[config.mk]
export PLATFORM = sky130hd
export DESIGN_NAME = heartbeat_timeout_tracker_top
export DESIGN_NICKNAME = d
export VERILOG_FILES = /design/src/design/htt_pkg.sv /design/src/design/heartbeat_timeout_tracker_top.sv
export SDC_FILE = /design/constraint.sdc
export NUM_CORES = 2
export LEC_CHECK = 0
export BUFFER_PORTS_ARGS = -buffer_cell sky130_fd_sc_hd__buf_2
export CAP_MARGIN = 20
export CORE_MARGIN = 5
export CORE_UTILIZATION = 35
export DETAILED_ROUTE_END_ITERATION = 10
export PLACE_DENSITY_LB_ADDON = 0.25
export REMOVE_ABC_BUFFERS = 1
export SETUP_SLACK_MARGIN = 0.2
export SYNTH_ARGS = -nofsm -noshare
export SYNTH_HDL_FRONTEND = slang
export SYNTH_SLANG_ARGS = --single-unit
[constraint.sdc]
create_clock -name clock -period 8.4 [get_ports clock]
set_input_delay 0.42 -clock clock [delete_from_list [all_inputs] [get_ports clock]]
set_output_delay 0.42 -clock clock [all_outputs]
set_load 0.005 [all_outputs]
[src/design/htt_pkg.sv]
// shared constants and types for the heartbeat timeout tracker
`default_nettype none
package htt_pkg;
   localparam int TableEntries = 32;
   localparam int AppCount     = 16;
   localparam int MaxResults   = 16;
   localparam int IdxW  = $clog2(TableEntries);
   localparam int CntW  = $clog2(TableEntries + 1);
   localparam int SlotW = $clog2(AppCount);
   localparam int NresW = $clog2(MaxResults + 1);

   localparam logic [2:0] REQ_TICK   = 3'd0;
   localparam logic [2:0] REQ_PING   = 3'd1;
   localparam logic [2:0] REQ_PONG   = 3'd2;
   localparam logic [2:0] REQ_PANG   = 3'd3;
   localparam logic [2:0] REQ_FINISH = 3'd4;

   localparam logic [1:0] EV_ACTIVITY  = 2'd0;
   localparam logic [1:0] EV_NOT_FOUND = 2'd1;
   localparam logic [1:0] EV_FULL      = 2'd2;

   localparam logic [15:0] TimeoutReset = 16'd1000;

   typedef struct packed {
      logic [7:0]  method;
      logic [3:0]  app;
      logic [31:0] serial;
      logic [31:0] stamp;
   } entry_type;
endpackage
`default_nettype wire

[src/design/heartbeat_timeout_tracker_top.sv]
// top level of the heartbeat timeout tracker
`default_nettype none
// Keeps an ordered table of outstanding pings and a per-application sleep
// flag. One request word is taken at a time; req_stall stays high until the
// word's work is done. A sequencer walks the table through a single
// compare/subtract path, each entry read and then checked. A pong removal
// trades its remaining scan for a shift of the tail, in which each moved
// entry is read and then written. A tick pauses each time a new result
// meets a full output register, and waits for as long as that register
// stays stalled. A finished request scans the table from the end down;
// each entry that it removes shifts every entry above it down one place.
// The entry table is a memory with one read port and one write port, read
// data registered. Results leave through one output register. A tick keeps
// its newest result hidden in that register until the next late entry turns
// up or the scan ends, so rsp_last can be set on the final result word of a
// request. The user must write csr_timeout_ms only while the block is
// idle; the block itself does not enforce it.
module heartbeat_timeout_tracker_top (
   input  wire logic        clock,
   input  wire logic        reset,
   input  wire logic        req_valid,
   output logic             req_stall,
   input  wire logic [2:0]  req_req_type,
   input  wire logic [7:0]  req_method_id,
   input  wire logic [3:0]  req_app_id,
   input  wire logic [31:0] req_serial,
   input  wire logic [31:0] req_now_ms,
   output logic             rsp_valid,
   input  wire logic        rsp_stall,
   output logic [1:0]       rsp_event_kind,
   output logic [7:0]       rsp_out_method,
   output logic [3:0]       rsp_out_app,
   output logic             rsp_now_inactive,
   output logic [31:0]      rsp_duration_ms,
   output logic             rsp_last,
   input  wire logic        csr_write,
   input  wire logic [15:0] csr_timeout_ms
);
   localparam int IW = htt_pkg::IdxW;
   localparam int CW = htt_pkg::CntW;
   localparam int SW = htt_pkg::SlotW;

   // sequencer codes
   localparam logic [3:0] ST_IDLE  = 4'd0;
   localparam logic [3:0] ST_RD    = 4'd1;  // issue read of scan index
   localparam logic [3:0] ST_CHK   = 4'd2;  // compare registered entry
   localparam logic [3:0] ST_SH_RD = 4'd3;  // read entry idx+1 for shift
   localparam logic [3:0] ST_SH_WR = 4'd4;  // write it into idx
   localparam logic [3:0] ST_DONE  = 4'd5;  // decide final result

   logic [3:0]  state_ff, state_in;
   logic [2:0]  op_ff;
   logic [7:0]  method_ff;
   logic [3:0]  app_ff;
   logic [31:0] serial_ff, now_ff;
   logic [15:0] timeout_ff;
   logic [CW-1:0] count_ff, count_in;
   logic [CW-1:0] idx_ff, idx_in;     // scan or shift position
   logic [CW-1:0] fin_ff, fin_in;     // finished: descending scan position
   logic [htt_pkg::NresW-1:0] nres_ff, nres_in;
   logic        found_ff, found_in;
   logic        hold_ff, hold_in;     // tick result kept back until last is known

   // entry memory
   htt_pkg::entry_type mem [htt_pkg::TableEntries];
   htt_pkg::entry_type rd_ff;
   logic [IW-1:0]      rd_addr, wr_addr;
   logic               wr_en;
   htt_pkg::entry_type wr_data;

   logic                  sleep_ff [htt_pkg::AppCount];
   logic [31:0]           sstamp   [htt_pkg::AppCount];
   logic                  sl_set, sl_clr;
   logic [SW-1:0]         sl_idx;
   logic [31:0]           sl_stamp;

   // output register
   logic        ov_ff, ov_in;
   logic [1:0]  ok_ff, ok_in;
   logic [7:0]  om_ff, om_in;
   logic [3:0]  oa_ff, oa_in;
   logic        oi_ff, oi_in;
   logic [31:0] od_ff, od_in;
   logic        ol_ff, ol_in;

   logic        accept;
   logic [31:0] age;
   logic        late;
   logic [SW-1:0] ent_slot, req_slot;
   logic        match_pong, match_pang;

   assign accept    = req_valid && !req_stall;
   assign req_stall = (state_ff != ST_IDLE);

   assign age      = now_ff - rd_ff.stamp;
   assign late     = !age[31] && (age > {16'd0, timeout_ff});
   assign ent_slot = SW'(rd_ff.app % htt_pkg::AppCount);
   assign req_slot = SW'(app_ff % htt_pkg::AppCount);
   assign match_pong = rd_ff.method == method_ff && rd_ff.app == app_ff
                       && rd_ff.serial == serial_ff;
   assign match_pang = rd_ff.method == method_ff && rd_ff.app == app_ff
                       && rd_ff.serial == 32'd0;

   always_ff @(posedge clock) begin
      if (wr_en) mem[wr_addr] <= wr_data;
      rd_ff <= mem[rd_addr];
   end

   always_ff @(posedge clock) begin
      if (reset) begin
         for (int k = 0; k < htt_pkg::AppCount; k++) sleep_ff[k] <= 1'b0;
      end else if (sl_set) begin
         sleep_ff[sl_idx] <= 1'b1;
      end else if (sl_clr) begin
         sleep_ff[sl_idx] <= 1'b0;
      end
      if (sl_set) sstamp[sl_idx] <= sl_stamp;
   end

   always_comb begin
      state_in = state_ff;
      count_in = count_ff;
      idx_in   = idx_ff;
      fin_in   = fin_ff;
      nres_in  = nres_ff;
      found_in = found_ff;
      hold_in  = hold_ff;
      rd_addr  = idx_ff[IW-1:0];
      wr_en    = 1'b0;
      wr_addr  = idx_ff[IW-1:0];
      wr_data  = rd_ff;
      sl_set   = 1'b0;
      sl_clr   = 1'b0;
      sl_idx   = req_slot;
      sl_stamp = rd_ff.stamp;
      // a hidden word is not offered, so it cannot leave
      ov_in = ov_ff && (rsp_stall || hold_ff);
      ok_in = ok_ff; om_in = om_ff; oa_in = oa_ff;
      oi_in = oi_ff; od_in = od_ff; ol_in = ol_ff;

      unique case (state_ff)
         ST_IDLE: begin
            if (accept) begin
               idx_in   = '0;
               nres_in  = '0;
               found_in = 1'b0;
               fin_in   = count_ff;
               state_in = ST_DONE;
               priority if (req_req_type == htt_pkg::REQ_PING) begin
                  state_in = ST_DONE;
               end else if (req_req_type == htt_pkg::REQ_FINISH) begin
                  state_in = ST_RD;
               end else if (req_req_type == htt_pkg::REQ_TICK
                            || req_req_type == htt_pkg::REQ_PONG
                            || req_req_type == htt_pkg::REQ_PANG) begin
                  state_in = ST_RD;
               end else begin
                  state_in = ST_IDLE;
               end
            end
         end
         ST_RD: begin
            // finished scans downward from the end
            if (op_ff == htt_pkg::REQ_FINISH) begin
               if (fin_ff == '0) state_in = ST_DONE;
               else begin
                  rd_addr  = IW'(fin_ff - 1'b1);
                  idx_in   = fin_ff - 1'b1;
                  fin_in   = fin_ff - 1'b1;
                  state_in = ST_CHK;
               end
            end else if (idx_ff >= count_ff || (op_ff == htt_pkg::REQ_TICK
                         && nres_ff == htt_pkg::NresW'(htt_pkg::MaxResults))) begin
               state_in = ST_DONE;
            end else begin
               state_in = ST_CHK;
            end
         end
         ST_CHK: begin
            unique case (op_ff)
               htt_pkg::REQ_TICK: begin
                  if (late && !sleep_ff[ent_slot]) begin
                     if (hold_ff) begin
                        // another result follows: release the held one
                        hold_in = 1'b0;
                     end else if (!ov_ff || !rsp_stall) begin
                        sl_set = 1'b1; sl_idx = ent_slot;
                        ov_in = 1'b1; ok_in = htt_pkg::EV_ACTIVITY;
                        om_in = rd_ff.method; oa_in = rd_ff.app;
                        oi_in = 1'b1; od_in = age; ol_in = 1'b0;
                        hold_in = 1'b1;
                        nres_in = nres_ff + 1'b1;
                        idx_in = idx_ff + 1'b1;
                        state_in = ST_RD;
                     end
                  end else begin
                     idx_in = idx_ff + 1'b1;
                     state_in = ST_RD;
                  end
               end
               htt_pkg::REQ_PONG: begin
                  if (match_pong) begin
                     found_in = 1'b1;
                     state_in = ST_SH_RD;
                  end else begin
                     idx_in = idx_ff + 1'b1;
                     state_in = ST_RD;
                  end
               end
               htt_pkg::REQ_PANG: begin
                  if (match_pang) begin
                     found_in = 1'b1;
                     wr_en = 1'b1;
                     wr_data.stamp = now_ff;
                     state_in = ST_DONE;
                  end else begin
                     idx_in = idx_ff + 1'b1;
                     state_in = ST_RD;
                  end
               end
               default: begin
                  // finished request
                  if (rd_ff.app == app_ff) state_in = ST_SH_RD;
                  else state_in = ST_RD;
               end
            endcase
         end
         ST_SH_RD: begin
            if (idx_ff + 1'b1 >= count_ff) begin
               count_in = count_ff - 1'b1;
               state_in = (op_ff == htt_pkg::REQ_FINISH) ? ST_RD : ST_DONE;
            end else begin
               rd_addr  = IW'(idx_ff + 1'b1);
               state_in = ST_SH_WR;
            end
         end
         ST_SH_WR: begin
            wr_en    = 1'b1;
            idx_in   = idx_ff + 1'b1;
            state_in = ST_SH_RD;
         end
         ST_DONE: begin
            if (!ov_ff || !rsp_stall || hold_ff) begin
               state_in = ST_IDLE;
               priority if ((op_ff == htt_pkg::REQ_PING
                             || (op_ff == htt_pkg::REQ_PANG && !found_ff))) begin
                  if (count_ff >= CW'(htt_pkg::TableEntries)) begin
                     ov_in = 1'b1; ok_in = htt_pkg::EV_FULL;
                     om_in = method_ff; oa_in = app_ff;
                     oi_in = 1'b0; od_in = '0; ol_in = 1'b1;
                  end else begin
                     wr_en = 1'b1; wr_addr = count_ff[IW-1:0];
                     wr_data = '{method: method_ff, app: app_ff,
                                 serial: (op_ff == htt_pkg::REQ_PING)
                                         ? serial_ff : 32'd0,
                                 stamp: now_ff};
                     count_in = count_ff + 1'b1;
                  end
               end else if (op_ff == htt_pkg::REQ_PONG) begin
                  if (!found_ff) begin
                     ov_in = 1'b1; ok_in = htt_pkg::EV_NOT_FOUND;
                     om_in = method_ff; oa_in = app_ff;
                     oi_in = 1'b0; od_in = '0; ol_in = 1'b1;
                  end else if (sleep_ff[req_slot]) begin
                     sl_clr = 1'b1;
                     ov_in = 1'b1; ok_in = htt_pkg::EV_ACTIVITY;
                     om_in = method_ff; oa_in = app_ff;
                     oi_in = 1'b0; od_in = now_ff - sstamp[req_slot];
                     ol_in = 1'b1;
                  end
               end else if (op_ff == htt_pkg::REQ_TICK && hold_ff) begin
                  // the held tick result is the final one: mark and release it
                  ol_in   = 1'b1;
                  hold_in = 1'b0;
               end
            end
         end
         default: state_in = ST_IDLE;
      endcase
   end

   always_ff @(posedge clock) begin
      if (reset) begin
         state_ff   <= ST_IDLE;
         count_ff   <= '0;
         timeout_ff <= htt_pkg::TimeoutReset;
         ov_ff      <= 1'b0;
         hold_ff    <= 1'b0;
      end else begin
         state_ff <= state_in;
         count_ff <= count_in;
         ov_ff    <= ov_in;
         hold_ff  <= hold_in;
         if (csr_write) timeout_ff <= csr_timeout_ms;
      end
      idx_ff <= idx_in; fin_ff <= fin_in; nres_ff <= nres_in;
      found_ff <= found_in;
      ok_ff <= ok_in; om_ff <= om_in; oa_ff <= oa_in;
      oi_ff <= oi_in; od_ff <= od_in; ol_ff <= ol_in;
      if (accept) begin
         op_ff <= req_req_type; method_ff <= req_method_id; app_ff <= req_app_id;
         serial_ff <= req_serial; now_ff <= req_now_ms;
      end
   end

   assign rsp_valid        = ov_ff && !hold_ff;
   assign rsp_event_kind   = ok_ff;
   assign rsp_out_method   = om_ff;
   assign rsp_out_app      = oa_ff;
   assign rsp_now_inactive = oi_ff;
   assign rsp_duration_ms  = od_ff;
   assign rsp_last         = ol_ff;

   // table never exceeds its size
   assert property (@(posedge clock) disable iff (reset)
      count_ff <= CW'(htt_pkg::TableEntries))
      else $error("entry count overflow");
   // no new request while busy
   assert property (@(posedge clock) disable iff (reset)
      state_ff != ST_IDLE |-> req_stall)
      else $error("ready while busy");
   // a tick never exceeds its result limit
   assert property (@(posedge clock) disable iff (reset)
      nres_ff <= htt_pkg::NresW'(htt_pkg::MaxResults))
      else $error("too many results");
   // a held result always sits in the output register
   assert property (@(posedge clock) disable iff (reset)
      hold_ff |-> ov_ff)
      else $error("held result lost");
endmodule
`default_nettype wire
==> metrics.yaml <==
clock_tree:
  ctsResizeCount: 0
  cts_tree: "built"
  clk_pin_slew_worst_paths_ps: 60
  clockRootBuffer: "clkbuf_16"
  htreeDepth: 5
  cts_buffers: 337
  ctsLongestPathBuffers: 4
  numClockSinks: 3212
  clock_latency_ps: 930
timing:
  slew_viol_final: 0
  setup_viol: 0
  max_freq_mhz: 153
  rsz0062_at_grt: "false"
  max-slew-margin-rel: 0.245
  final.min_clock_period_ps: 6520
  tightest_slew_ps: 1130
  fin_skew_ps: 59.0
  timing_hold_violations_final: 0
  hold_ws_ps: 79.0
  final.period_utilization: 0.776
placement:
  port_buffers: 149
  place.gp.congestion: 0.822
  dp_hpwl_mm: 212
yosys:
  postSynth.asyncResetShare: 0
  synth_seq_cells: 3212
  ys_seq_area_frac: 0.732
  synth_edf_count: 3105
  synth_cells: 9234
  ys_warn_count: 0
  synth_cell_type_count: 86
  synth_area_um2: 130000
  syn_avg_cell_area_um2: 14.1
  synth_ff_type: "edfxtp_1"
finish:
  fin_util: 0.404
  drive_above_1_share: 0.121
  final_cell_mix: "3105 x edfxtp_1, 2391 x nand2_1, 676 x nand3_1"
  layout_commonest_cell: "edfxtp_1"
  nFillCells: 34000
  fin_nets: 9649
  syn_to_final_growth_pct: 15.2
route:
  dr.pass1.iters: 6
  vias_per_cell: 5.50
  wl_per_cell_um: 26.8
  remaining_drc_errors: 0
  first_iter_violations: 8608
  dr_total_vias: 80800
  final_antenna_net_count: 0
  routed_wl_mm: 394
power_and_ir_drop:
  p_clk_frac: 0.257
  power_switching_share: 0.383
  power_density_nw_per_um2: 388
  ir_drop_v: 0.000339
  sequentialPowerShare: 0.373
  power.switching_w: 0.0222
  combPwrFrac: 0.370
  p_leak_nw: 50.6
  p_int_w: 0.0359
worst_hold_path:
  hold_class: "input port to register"
  hp-start: "reset"
global_routing:
  track_usage: 0.199
  grt_pass1_vias: 78400
  grt_max_degree: 172
  grt_pass1_wl_mm: 566
  grt-ovfl-total: 0
  antenna_found_initial: 11
floorplan:
  num_rows: 224
  dieArea_um2: 384000
  die_w_um: 620
  core_um2: 371000
  initial_core_util: 0.351
  dieHeight_um: 620
  ioPinCount: 150
run:
  drv_cap: 0
worst_setup_path:
  cp_cell_sequence: "inv_1 > ha_1 > and3_1 > a221o_1 > a221oi_1 > nand3_1 > xor2_1 > ha_1 > a21o_1 > a21oi_1 > and2_1 > o211ai_1 > a21oi_1 > nor4b_1 > and4_4 > a2111o_2 > a21oi_4 > buf_12"
  arrival_ps: 7110
  required_ps: 8990
  worst_setup_path_end_kind: "register"
  critPathLaunch: "sl_stamp[12]"
  cp_max_fo: 39
  r2r_start: "sl_stamp[12]"
  critical-path-max-stage-delay_ps: 760
  rrSetupSlack_ps: 1880
  slowest_stage: "a2111o_2"
  crit_type: "register to register"
  cp-start-kind: "register"
outcome:
  status: "finished, final reports clean"
## cell type report
class	instances	area (um2)	share of cell area
Antenna cell	4	10.0	0.0000667
Clock buffer	436	9130	0.0608
Clock inverter	178	1830	0.0122
Inverter	117	439	0.00293
Multi-Input combinational cell	5302	32500	0.216
Sequential cell	3212	95400	0.636
Tap cell	4972	6220	0.0415
Timing Repair Buffer	478	4500	0.0300
## cells in the mapped netlist (90+ instances only)
master	instances	area share
ha_1	98	0.0094
buf_2	165	0.0063
clkbuf_1	349	0.010
o22ai_1	90	0.0043
mux4_2	170	0.029
mux2i_1	164	0.013
dfxtp_1	107	0.016
nor2_1	124	0.0036
nand2_1	2395	0.069
o21ai_1	92	0.0035
edfxtp_1	3105	0.72
a21oi_1	93	0.0036
o21ai_0	105	0.0040
and3_1	311	0.015
inv_1	115	0.0033
nand3_1	676	0.026
a311oi_1	306	0.021
## stage by stage
step	setup TNS (ps)	power [W]	cell area [um2]	setup WS [ps]	instances
after floorplan	-2351000	0.0358	128000	-30140	8631
after global placement	0	0.0430	138000	1810	14000
after detailed placement	0	0.0433	138000	1920	14000
after CTS	0	0.0583	150000	1900	14700
after global routing	0	0.0608	150000	1500	14700
final	0	0.0581	150000	1880	14700
## final timing paths
| kind | end | cells after the start |
|---|---|---|
| max | rsp_duration_ms[25] | 18 |
| max reg2reg | rsp_duration_ms[25] | 18 |
| min | count_ff[3] | 2 |
| min reg2reg | timeout_ff[2] | 2 |
## logic make-up (layout without fill, tap and decap cells)
group,after synthesis,count (layout),share of synthesized area
compound gates,1073,1073,0.0628
other cells,0,4,0
xor+xnor,115,115,0.00773
simple gates,3670,3670,0.121
mux,343,343,0.0428
fa+ha+maj,101,101,0.00988
buf+inv,720,1209,0.0232
flops,3212,3212,0.732
## registers in the layout (all words and copies together) (netlist names), 4 cells and up, named ones only
name	cells
timeout_ff	16
method_ff	8
serial_ff	32
sl_stamp	32
rsp_duration_ms	32
rsp_out_app	4
nres_ff	5
mem	2432
count_ff	6
app_ff	4
rsp_out_method	8
fin_ff	6
sstamp	512
now_ff	32
rd_ff	44
idx_ff	6
sleep_ff	16
## critical path: cells and delay by family, from the launching register on
kind / cells / cell delay (ps)
simple gates: 5 / 1350
fa+ha+maj: 2 / 730
compound gates: 8 / 2550
buf+inv: 2 / 480
xor+xnor: 1 / 330
flops: 1 / 660
## per-layer routing
metal,global-route usage,part of all wire,up-vias
li1,-,-,35300
met1,0.282,0.43,41800
met2,0.328,0.48,3126
met3,0.0217,0.065,562
met4,0.0489,0.024,0
met5,0,0,-
## power by group through the flow
stage / clock, W / sequential [W] / combinational (W)
3_5_place_dp: 0 / 0.0221 / 0.0212
5_1_grt: 0.0159 / 0.0218 / 0.0232
6_report: 0.0149 / 0.0217 / 0.0215
2_1_floorplan: 0 / 0.0217 / 0.0141
3_3_place_gp: 0 / 0.0220 / 0.0210
4_1_cts: 0.0152 / 0.0217 / 0.0213
## repair_timing
action,CTS,global route
setup buffers,0,0
hold buffers,97,0
hold endpoints to repair,103,0
Power figures use the tool's default switching activity.
